### config.mk
export PLATFORM = sky130hd
export DESIGN_NAME = button_press_mode_controller_top
export DESIGN_NICKNAME = d
export VERILOG_FILES = /design/src/hw/rtl/bpmc_pkg.sv /design/src/hw/rtl/bpmc_cfg_regs.sv /design/src/hw/rtl/bpmc_core.sv /design/src/hw/rtl/button_press_mode_controller_top.sv
export VERILOG_INCLUDE_DIRS = /design/src /design/src/hw/rtl
export SDC_FILE = /design/constraint.sdc
export NUM_CORES = 1
export LEC_CHECK = 0
export BUFFER_PORTS_ARGS = -buffer_cell sky130_fd_sc_hd__buf_2
export CORE_MARGIN = 2
export CORE_UTILIZATION = 55
export DETAILED_ROUTE_END_ITERATION = 7
export PLACE_DENSITY = 0.81
export SYNTH_ARGS = -nofsm -noshare
export SYNTH_HDL_FRONTEND = slang
export SYNTH_SLANG_ARGS = --single-unit
### constraint.sdc
create_clock -name clk_i -period 31.3 [get_ports clk_i]
set_input_delay 1.565 -clock clk_i [delete_from_list [all_inputs] [get_ports clk_i]]
set_output_delay 1.565 -clock clk_i [all_outputs]
set_load 0.01 [all_outputs]
### src/hw/rtl/button_press_mode_controller_top_macros.svh
// assertion helpers for the button press mode controller
`ifndef BUTTON_PRESS_MODE_CONTROLLER_TOP_MACROS_SVH
`define BUTTON_PRESS_MODE_CONTROLLER_TOP_MACROS_SVH

// same-cycle implication
`define BPMC_ASSERT_NOW(lbl, ante, cons) \
  lbl: assert property (@(posedge clk_i) disable iff (!rst_ni) (ante) |-> (cons)) \
    else $error("bpmc assertion failed");

// next-cycle implication
`define BPMC_ASSERT_NEXT(lbl, ante, cons) \
  lbl: assert property (@(posedge clk_i) disable iff (!rst_ni) (ante) |=> (cons)) \
    else $error("bpmc assertion failed");

`endif

### src/hw/rtl/bpmc_pkg.sv
`default_nettype none
package bpmc_pkg;

  localparam int unsigned TimeW = 32;
  localparam int unsigned CfgW  = 16;
  localparam int unsigned AddrW = 4;
  localparam int unsigned DataW = 32;
  localparam int unsigned InTdataW  = 40;
  localparam int unsigned OutTdataW = 8;

  localparam logic [CfgW-1:0] DebounceReset  = 16'd30;
  localparam logic [CfgW-1:0] LongPressReset = 16'd1000;
  localparam logic [CfgW-1:0] RefreshReset   = 16'd200;

  typedef enum logic [1:0] {
    RegDebounce  = 2'd0,
    RegLongPress = 2'd1,
    RegRefresh   = 2'd2,
    RegNone      = 2'd3
  } reg_idx_e;

  typedef struct packed {
    logic [CfgW-1:0] debounce_time;
    logic [CfgW-1:0] long_press_time;
    logic [CfgW-1:0] refresh_period;
  } cfg_t;

  typedef struct packed {
    logic error_screen;
    logic refresh_request;
    logic long_press_event;
    logic short_press_event;
    logic raw_log_on;
    logic view_mode;
  } result_t;

endpackage
`default_nettype wire

### src/hw/rtl/bpmc_cfg_regs.sv
`default_nettype none
module bpmc_cfg_regs (
  input  wire logic                          clk_i,
  input  wire logic                          rst_ni,
  input  wire logic                          psel,
  input  wire logic                          penable,
  input  wire logic                          pwrite,
  input  wire logic [bpmc_pkg::AddrW-1:0]    paddr,
  input  wire logic [bpmc_pkg::DataW-1:0]    pwdata,
  output      logic [bpmc_pkg::DataW-1:0]    prdata,
  output      logic                          pready,
  output      bpmc_pkg::cfg_t                cfg_o
);

  bpmc_pkg::cfg_t cfg_q;
  bpmc_pkg::reg_idx_e idx;
  logic wr_en;

  assign idx    = bpmc_pkg::reg_idx_e'(paddr[3:2]);
  assign wr_en  = psel & penable & pwrite;
  assign pready = 1'b1;
  assign cfg_o  = cfg_q;

  always_ff @(posedge clk_i or negedge rst_ni) begin
    if (!rst_ni) begin
      cfg_q.debounce_time   <= bpmc_pkg::DebounceReset;
      cfg_q.long_press_time <= bpmc_pkg::LongPressReset;
      cfg_q.refresh_period  <= bpmc_pkg::RefreshReset;
    end else if (wr_en) begin
      unique case (idx)
        bpmc_pkg::RegDebounce:  cfg_q.debounce_time   <= pwdata[bpmc_pkg::CfgW-1:0];
        bpmc_pkg::RegLongPress: cfg_q.long_press_time <= pwdata[bpmc_pkg::CfgW-1:0];
        bpmc_pkg::RegRefresh:   cfg_q.refresh_period  <= pwdata[bpmc_pkg::CfgW-1:0];
        default: ;
      endcase
    end
  end

  always_comb begin
    unique case (idx)
      bpmc_pkg::RegDebounce:  prdata = {16'd0, cfg_q.debounce_time};
      bpmc_pkg::RegLongPress: prdata = {16'd0, cfg_q.long_press_time};
      bpmc_pkg::RegRefresh:   prdata = {16'd0, cfg_q.refresh_period};
      default:                prdata = '0;
    endcase
  end

endmodule
`default_nettype wire

### src/hw/rtl/bpmc_core.sv
`default_nettype none
module bpmc_core (
  input  wire logic                          clk_i,
  input  wire logic                          rst_ni,
  input  wire logic                          step_i,
  input  wire bpmc_pkg::cfg_t                cfg_i,
  input  wire logic [bpmc_pkg::TimeW-1:0]    now_i,
  input  wire logic                          level_i,
  input  wire logic                          err_i,
  output      bpmc_pkg::result_t             res_o
);

  logic                        samp_q, samp_d;
  logic                        stable_q, stable_d;
  logic [bpmc_pkg::TimeW-1:0]  change_q, change_d;
  logic [bpmc_pkg::TimeW-1:0]  press_q, press_d;
  logic                        ldone_q, ldone_d;
  logic                        mode_q, mode_d;
  logic                        rawlog_q, rawlog_d;
  logic                        err_q, err_d;
  logic [bpmc_pkg::TimeW-1:0]  rtime_q, rtime_d;

  logic                        deb_hit, long_hit, per_hit, forced;
  logic                        short_ev, long_ev;
  logic [bpmc_pkg::TimeW-1:0]  rtime_mid;

  always_comb begin
    err_d    = err_q | err_i;
    samp_d   = level_i;
    change_d = (level_i != samp_q) ? now_i : change_q;

    deb_hit  = (stable_q != samp_d) &&
               ((now_i - change_d) >= {16'd0, cfg_i.debounce_time});
    stable_d = deb_hit ? samp_d : stable_q;
    press_d  = press_q;
    ldone_d  = ldone_q;
    mode_d   = mode_q;
    short_ev = 1'b0;
    if (deb_hit) begin
      if (!samp_d) begin
        press_d = now_i;
        ldone_d = 1'b0;
      end else begin
        if (!ldone_q) begin
          mode_d   = ~mode_q;
          short_ev = 1'b1;
        end
        press_d = '0;
        ldone_d = 1'b0;
      end
    end

    // long press fires once per stable press
    long_hit = !stable_d && !ldone_d &&
               ((now_i - press_d) >= {16'd0, cfg_i.long_press_time});
    long_ev  = long_hit;
    rawlog_d = rawlog_q ^ long_hit;
    if (long_hit) begin
      ldone_d = 1'b1;
    end

    forced    = err_i | short_ev | long_ev;
    rtime_mid = forced ? now_i : rtime_q;
    per_hit   = (now_i - rtime_mid) >= {16'd0, cfg_i.refresh_period};
    rtime_d   = (forced | per_hit) ? now_i : rtime_q;

    res_o.view_mode         = mode_d;
    res_o.raw_log_on        = rawlog_d;
    res_o.short_press_event = short_ev;
    res_o.long_press_event  = long_ev;
    res_o.refresh_request   = forced | per_hit;
    res_o.error_screen      = err_d;
  end

  always_ff @(posedge clk_i or negedge rst_ni) begin
    if (!rst_ni) begin
      samp_q   <= 1'b1;
      stable_q <= 1'b1;
      change_q <= '0;
      press_q  <= '0;
      ldone_q  <= 1'b0;
      mode_q   <= 1'b0;
      rawlog_q <= 1'b0;
      err_q    <= 1'b0;
      rtime_q  <= '0;
    end else if (step_i) begin
      samp_q   <= samp_d;
      stable_q <= stable_d;
      change_q <= change_d;
      press_q  <= press_d;
      ldone_q  <= ldone_d;
      mode_q   <= mode_d;
      rawlog_q <= rawlog_d;
      err_q    <= err_d;
      rtime_q  <= rtime_d;
    end
  end

endmodule
`default_nettype wire

### src/hw/rtl/button_press_mode_controller_top.sv
// Button debounce with short and long press detection. Each poll carries a
// millisecond timestamp, the raw active-low button level and an error request;
// each poll yields exactly one result with the view and raw-log modes, the
// short and long press pulses, a display refresh request and the error screen
// select. One poll is accepted every clock cycle while results are taken; a
// poll taken into the input register has its result computed combinationally
// and loaded into the result register once that register is free or being read,
// with the per-poll compares and state update done in that same cycle. A
// result that is held back stalls the poll in the input register, and no new
// poll is taken until the result register frees up.
// Configuration is through the register port and must be written while idle.
`default_nettype none
module button_press_mode_controller_top (
  input  wire logic                              clk_i,
  input  wire logic                              rst_ni,
  // config port
  input  wire logic                              psel,
  input  wire logic                              penable,
  input  wire logic                              pwrite,
  input  wire logic [bpmc_pkg::AddrW-1:0]        paddr,
  input  wire logic [bpmc_pkg::DataW-1:0]        pwdata,
  output      logic [bpmc_pkg::DataW-1:0]        prdata,
  output      logic                              pready,
  // poll in
  input  wire logic                              s_axis_tvalid,
  output      logic                              s_axis_tready,
  // now_time[31:0], button_level[32], raise_error[33], zero pad
  input  wire logic [bpmc_pkg::InTdataW-1:0]     s_axis_tdata,
  // result out
  output      logic                              m_axis_tvalid,
  input  wire logic                              m_axis_tready,
  // view_mode[0], raw_log_on[1], short_press_event[2], long_press_event[3],
  // refresh_request[4], error_screen[5], zero pad
  output      logic [bpmc_pkg::OutTdataW-1:0]    m_axis_tdata
);

  bpmc_pkg::cfg_t     cfg;
  bpmc_pkg::result_t  res, res_q;

  logic                         in_valid_q;
  logic [bpmc_pkg::TimeW-1:0]   now_q;
  logic                         level_q;
  logic                         err_q;
  logic                         out_valid_q;
  logic                         advance;
  logic                         take_in;

  bpmc_cfg_regs u_cfg (
    .clk_i   (clk_i),
    .rst_ni  (rst_ni),
    .psel    (psel),
    .penable (penable),
    .pwrite  (pwrite),
    .paddr   (paddr),
    .pwdata  (pwdata),
    .prdata  (prdata),
    .pready  (pready),
    .cfg_o   (cfg)
  );

  assign advance       = in_valid_q & (~out_valid_q | m_axis_tready);
  assign s_axis_tready = ~in_valid_q | advance;
  assign take_in       = s_axis_tvalid & s_axis_tready;

  bpmc_core u_core (
    .clk_i   (clk_i),
    .rst_ni  (rst_ni),
    .step_i  (advance),
    .cfg_i   (cfg),
    .now_i   (now_q),
    .level_i (level_q),
    .err_i   (err_q),
    .res_o   (res)
  );

  always_ff @(posedge clk_i or negedge rst_ni) begin
    if (!rst_ni) begin
      in_valid_q  <= 1'b0;
      out_valid_q <= 1'b0;
    end else begin
      if (take_in) begin
        in_valid_q <= 1'b1;
      end else if (advance) begin
        in_valid_q <= 1'b0;
      end
      if (advance) begin
        out_valid_q <= 1'b1;
      end else if (m_axis_tready) begin
        out_valid_q <= 1'b0;
      end
    end
  end

  always_ff @(posedge clk_i) begin
    if (take_in) begin
      now_q   <= s_axis_tdata[31:0];
      level_q <= s_axis_tdata[32];
      err_q   <= s_axis_tdata[33];
    end
    if (advance) begin
      res_q <= res;
    end
  end

  assign m_axis_tvalid = out_valid_q;
  assign m_axis_tdata  = {2'b00, res_q};

  `include "button_press_mode_controller_top_macros.svh"

  `BPMC_ASSERT_NOW(a_events_exclusive, out_valid_q,
                   !(res_q.short_press_event && res_q.long_press_event))
  `BPMC_ASSERT_NOW(a_event_refresh,
                   out_valid_q && (res_q.short_press_event || res_q.long_press_event),
                   res_q.refresh_request)
  `BPMC_ASSERT_NEXT(a_advance_valid, advance, out_valid_q)
  `BPMC_ASSERT_NEXT(a_error_sticky, out_valid_q && res_q.error_screen,
                    res_q.error_screen)

endmodule
`default_nettype wire

Word level (Yosys, flattened, before mapping)
Cells that the tools add are included.
{ "word_totals": {"ff_bits": 192, "inputBits": 83, "output_inout_bits": 43} }
{ "classes": {"add_sub_neg": 3, "n_lt_le_gt_ge": 3, "eq_ne": 4, "n_mux": 18, "n_bitwise": 14, "n_reduce_logical": 12} }
{ "op_table": {"columns": ["op", "count"], "rows": [
  ["two-way mux 32 bit", 4],
  ["greater-or-equal comparator 32 x 16 -> 1 bit", 3],
  ["subtractor 32 bit", 3],
  ["case mux 16 bit (3 select lines)", 1],
  ["two-way mux 1 bit", 13],
  ["AND reduction 2 bit", 4],
  ["bitwise OR 1 bit", 6],
  ["bitwise AND 1 bit", 4],
  ["nonzero test 2 bit", 2],
  ["logical AND 1 bit", 3],
  ["inverter 1 bit", 3],
  ["equality test 2 x 1 -> 1 bit, second input constant", 1],
  ["equality test 2 bit, second input constant", 1],
  ["zero test 1 bit", 2],
  ["zero test 2 bit", 1],
  ["inequality test 1 bit", 2],
  ["XOR 1 bit", 1]
]} }

Logic depth before layout (Yosys ltp)
{ "depth": {"ltp_word": 15, "ltp_mapped": 85, "mapped_depth_nobuf": 78} }

Cells and area by module
From an unflattened synthesis, not the netlist that was laid out.
{ "hier_totals": {"cells_unflattened": 1839, "hier_area_um2": 16394.5} }
{ "by_module_without_submodules": {"columns": ["module", "instances", "cells_per_inst", "area_each_um2", "seq_area_each_um2"], "rows": [
  ["bpmc_core", 1, 1610, 12722.2, 2555.0],
  ["bpmc_cfg_regs", 1, 178, 2348.5, 1217.4],
  ["button_press_mode_controller_top", 1, 51, 1323.8, 1251.2]
]} }

Worst setup path before layout
OpenSTA, ideal clock, no wires.
{ "synth_timing": {"path_type": "register to register", "from": "register u_core.samp_q", "to": "register u_core.rtime_q[21] in the netlist's numbering", "setup_time_ns": 0.125, "arrival_time_ns": 16.065, "path_slack_ns": 15.110, "stages_incl_launch_ff": 78, "period_less_slack_ns": 16.190, "cell_sequence": "dfstp_2 xnor2_1 buf_2 buf_1 clkbuf_1 buf_1 nand2_1 o21ai_0 ha_1 o32ai_1 a221o_1 a21oi_1 o22ai_1 a21oi_1 o21ai_0 a22oi_1 mux2i_1 nor2_1 [42 not listed] a21o_1 a21o_1 a21o_1 a21o_1 a21o_1 a21o_1 a21o_1 a21o_1 a21o_1 a21o_1 a2111o_1 nor4_1 o2111ai_1 nor2_1 nor2_1 a211oi_2 buf_6 mux2_2"} }
{ "synth_between": {"elab_chain_cells": 15} }
{ "synth_rtl": {"columns": ["element", "line", "rtl"], "rows": [
  ["from (decl)", "bpmc_core.sv:13", "logic samp_q, samp_d;"],
  ["from (signal assigned)", "bpmc_core.sv:87", "samp_q <= samp_d;"],
  ["inequality test 1 bit (*)", "bpmc_core.sv:30", "change_d = (level_i != samp_q) ? now_i : change_q;"],
  ["two-way mux 32 bit (*)", "bpmc_core.sv:30", null],
  ["named net u_core.change_d, one bit", "bpmc_core.sv:15", "logic [bpmc_pkg::TimeW-1:0] change_q, change_d;"],
  ["subtractor 32 bit (*)", "bpmc_core.sv:33", "((now_i - change_d) >= {16'd0, cfg_i.debounce_time});"],
  ["greater-or-equal comparator 32 x 16 -> 1 bit (*)", "bpmc_core.sv:33", null],
  ["logical AND 1 bit (*)", "bpmc_core.sv:32", "deb_hit = (stable_q != samp_d) &&"],
  ["two-way mux 32 bit (*)", "bpmc_core.sv:39", "if (deb_hit) begin"],
  ["named net u_core.press_d, one bit", "bpmc_core.sv:16", "logic [bpmc_pkg::TimeW-1:0] press_q, press_d;"],
  ["subtractor 32 bit (*)", "bpmc_core.sv:55", "((now_i - press_d) >= {16'd0, cfg_i.long_press_time});"],
  ["greater-or-equal comparator 32 x 16 -> 1 bit (*)", "bpmc_core.sv:55", null],
  ["logical AND 1 bit (*)", "bpmc_core.sv:54", "long_hit = !stable_d && !ldone_d &&"],
  ["bitwise OR 1 bit (*)", "bpmc_core.sv:62", "forced = err_i | short_ev | long_ev;"],
  ["two-way mux 32 bit", "bpmc_core.sv:63", "rtime_mid = forced ? now_i : rtime_q;"],
  ["subtractor 32 bit", "bpmc_core.sv:64", "per_hit = (now_i - rtime_mid) >= {16'd0, cfg_i.refresh_period};"],
  ["greater-or-equal comparator 32 x 16 -> 1 bit", "bpmc_core.sv:64", null],
  ["bitwise OR 1 bit (*)", "bpmc_core.sv:65", "rtime_d = (forced | per_hit) ? now_i : rtime_q;"],
  ["AND reduction 2 bit (no source line) (*)", null, null],
  ["to (signal assigned)", "bpmc_core.sv:95", "rtime_q <= rtime_d;"],
  ["to (decl)", "bpmc_core.sv:21", "logic [bpmc_pkg::TimeW-1:0] rtime_q, rtime_d;"]
]} }
The timed path passes the listed nets; every way through them passes the cells marked *.
A chain may end at the register's enable or synchronous reset.

Worst setup path in the final report
{ "layout_timing": {"from": "register level_q", "to": "register u_core.rtime_q[22] in the netlist's numbering"} }
{ "layout_between": {"elab_chain_cells": 15} }
{ "layout_rtl": {"columns": ["element", "line", "rtl"], "rows": [
  ["from (decl)", "button_press_mode_controller_top.sv:42", "logic level_q;"],
  ["from (signal assigned)", "button_press_mode_controller_top.sv:97", "level_q <= s_axis_tdata[32];"],
  ["inequality test 1 bit (*)", "bpmc_core.sv:30", null],
  ["two-way mux 32 bit (*)", "bpmc_core.sv:30", null],
  ["named net u_core.change_d, one bit", "bpmc_core.sv:15", null],
  ["subtractor 32 bit (*)", "bpmc_core.sv:33", null],
  ["greater-or-equal comparator 32 x 16 -> 1 bit (*)", "bpmc_core.sv:33", null],
  ["logical AND 1 bit (*)", "bpmc_core.sv:32", null],
  ["two-way mux 32 bit (*)", "bpmc_core.sv:39", null],
  ["named net u_core.press_d, one bit", "bpmc_core.sv:16", null],
  ["subtractor 32 bit (*)", "bpmc_core.sv:55", null],
  ["greater-or-equal comparator 32 x 16 -> 1 bit (*)", "bpmc_core.sv:55", null],
  ["logical AND 1 bit (*)", "bpmc_core.sv:54", null],
  ["bitwise OR 1 bit (*)", "bpmc_core.sv:62", null],
  ["two-way mux 32 bit", "bpmc_core.sv:63", null],
  ["subtractor 32 bit", "bpmc_core.sv:64", null],
  ["greater-or-equal comparator 32 x 16 -> 1 bit", "bpmc_core.sv:64", null],
  ["bitwise OR 1 bit (*)", "bpmc_core.sv:65", null],
  ["AND reduction 2 bit (no source line) (*)", null, null]
]} }
Marked as above.

==> metrics.md <==
| Metric | Value |
|---|---|
| Status | complete, no violations |
| Slowest cell on crit path | edfxtp_1 |
| IO buf count | 82 |
| Ys Warns | 0 |
| Detailed Place HPWL | 33.65 mm |
| Later-pin clock latency in the skew report | ~0.48 ns |
| Global Route met3 Usage | 3.854% |
| Clock skew | about 0.015 ns |
| Worst path most repeated cell | o21ai_0 |
| Layout Cell Area excl Fill | between 0.015 and 0.02 mm2 |
| Post-cts gate resize count | 0 |
| Final period util | 62.97% |
| CP Max Fanout | 56 |
| Initial Util | between 50% and 60% |
| Setup Buffers After CTS | 0 |
| Die area | ~0.031 mm2 |
| Clock sink total | 192 |
| Worst path required time | 31.65 ns |
| Max-Slew Margin vs Limit | 33.00% |
| Grt met2 use | 50.16% |
| Final Power | between 1 and 1.5 mW |
| # diodes | 0 |
| First-pass GRT wire length | 72.64 mm |
| Busiest grt layer | met2 |
| Total area of sequential cells | 0.005024 mm2 |
| # IOs | between 100 and 150 |
| Hold WS | 0.4568 ns |
| Leak | 7.587 nW |
| IR drop worst, VDD | 0.04338 mV |
| CTS clk-pin slew, worst paths | 0.07 ns |
| Crit path DAT | 20.06 ns |
| Place WS | approximately 12 ns |
| Number of DRC markers in iteration 0 | 1210 |
| Die Ht | between 150 and 200 um |
| Detail Route Antenna Nets | 0 |
| P per Cell Area | 73.82 mW/mm2 |
| Fin crit period | 19.71 ns |
| DRC violations left | 0 |
| Worst setup SP type | register |
| P&R area growth vs syn | 7.798% |
| Top cell type by total area after synthesis | dfrtp_1 |
| Vias in the first global route | 14066 |
| Layout Nets | 2091 |
| Top post-synthesis cells by count | nand2_1, o21ai_0, dfrtp_1 |
| Rows | 63 |
| GP Congestion | 0.9755 |
| Vias | 14588 |
| Register area share after synthesis | 30.82% |
| Total routed wirelength | roughly 45 mm |
| Top-count cell post-synth | nand2_1 |
| Hold_buf cts | 0 |
| Final setup violation count | 0 |
| First-pass DRT Iterations | 5 |
| Synthesized area per cell | 8.779 um2 |
| Area of the multi-input gates | 0.01054 mm2 |
| Die width | around 180 um |
| Worst Hold Class | register to register |
| PnR worst setup slack | 11.59 ns |
| Met1 Usage GRT | 37.13% |
| Ys flop type | dfrtp_1 |
| Fmax | 50.74 MHz |
| Top post-synthesis cells by area | dfrtp_1, ha_1, edfxtp_1 |
| Total negative setup slack | 0 ns |
| Fin. max-slew vios | 0 |
| Core ar. | slightly below 0.03 mm2 |
| CP Class | register to register |
| Hold Vio Cnt, Final | 0 |
| Syn Std Cell Area | 0.01630 mm2 |
| Max cap viols | 0 |
| CTS Buffer Depth | 2 |
| Crit end category | register |
| Cell count after synthesis | 1857 |
| Post-synth top area share | between 20% and 30% |
| Post-route core utilization | between 50% and 60% |
| Library cells used by synthesis | 91 |
| Beginning of the critical path | level_q |
| Count of state elements after synthesis | roughly 190 |
| CP peak stage delay | 0.61 ns |
| Worst slew pin tran | 1.005 ns |
| Initial antenna violation count | 0 |
| Num CTS Buffers | 17 |
| Overall routing resource usage | 29.44% |
| GR Overflow Total | 0 |
| DR vias/cell | 6.395 |
| H-tree Lvls | 4 |
| Placed Instances | 2249 |
| CTS root buf | clkbuf_16 |
| Hold Startpoint | u_core.err_q |
| Post-Layout Cell Count | 2281 |
| Fillers | 2552 |
| EDFF count, synth | 40 |
| Drt wl/cell | 19.88 um |
| CTS tree | built |
| Unrepaired setup endpoints after global routing | false |
| Share of cells above drive strength 1 | 12.59% |
| Largest net degree at the start of global routing | 84 |
| FFs w/ async S/R, synth | 79.17% |
| Placed Instance Area | 0.01691 mm2 |
| Reg2reg start | level_q |
cells by family (layout without fill, tap and decap cells):
kind of cell	Yosys count	count (layout)	synth area share, %
AOI/OAI and AO/OA	564	564	23.35
buffers and inverters	200	217	5.265
muxes	145	145	9.487
adders and majority gates	137	137	10.50
other	2	19	0.04607
DFF	192	192	30.82
xor gates and xnor gates	73	73	3.968
and+or+nand+nor	544	544	16.57
per-layer routing:
metal	wire, um	part of all wire [%]	vias to the layer above
met1	19320	43	7045
met4	1932	4.3	0
met2	21660	48	551
met3	2442	5.4	118
met5	0	0	-
li1	-	-	6874
state kept, by name, indices dropped and copies added (netlist names):
name / cells
now_q: 32
u_core.err_q: 1
u_core.mode_q: 1
u_core.rtime_q: 32
u_core.stable_q: 1
u_core.press_q: 32
u_cfg.cfg_o: 48
err_q: 1
m_axis_tdata: 6
u_core.change_q: 32
u_core.samp_q: 1
m_axis_tvalid: 1
level_q: 1
in_valid_q: 1
u_core.ldone_q: 1
u_core.rawlog_q: 1
area by class of cell:
type	instances	share of cell area (%)
well taps	390	2.777
repair buffers	96	2.969
clock buffers	17	2.421
multi-input cells	1482	59.98
flip-flops and latches	192	28.59
clock inverters	15	1.367
inverters	89	1.901
placed cells by master (no fill, tap or decap), types with 15 or more instances in the layout:
master and count:
a211oi_1 16, a21o_1 51, a21oi_1 101, a22o_1 35, a22oi_1 30, a31oi_1 19
buf_2 81, clkbuf_16 17, conb_1 19, dfrtp_1 137, dfstp_2 15, edfxtp_1 40
ha_1 128, inv_1 88, mux2_2 57, mux2i_1 78, nand2_1 175, nand2b_1 25
nand3_1 44, nand4_1 25, nor2_1 107, nor2b_1 39, nor3_1 31, o21a_1 26
o21ai_0 149, o21bai_1 19, xnor2_1 40, xor2_1 31
path summary, 6_finish.rpt:
kind	endpoint	slack, ns	cells past startpoint
setup / recovery	u_core.rtime_q[22]	11.59	77
hold / removal	u_core.err_q	0.46	1
setup reg to reg	u_core.rtime_q[22]	11.59	77
hold reg to reg	u_core.err_q	0.46	1
max in group asynchronous	u_core.press_q[22]	28.75	2
min in group asynchronous	u_cfg.cfg_o[20]	1.16	1
worst max-delay path: cells and delay by family (launching register included):
kind | cells | cell delay, ns
multiplexers | 3 | 0.99
buffers and inverters | 5 | 1.80
flip-flops | 1 | 0.61
adder cells (fa/ha/maj) | 8 | 2.06
XOR/XNOR | 4 | 0.71
AO/OA/AOI/OAI | 39 | 9.20
AND/OR/NAND/NOR | 18 | 4.15
power breakdown:
part           switching, mW  leakage [nW]  internal [mW]
clock network          0.115         0.323          0.132
logic                  0.404          5.06          0.281
registers             0.0501          2.20          0.315
total                  0.569          7.59          0.728
Note: power is estimated with default switching activity, not from simulation.
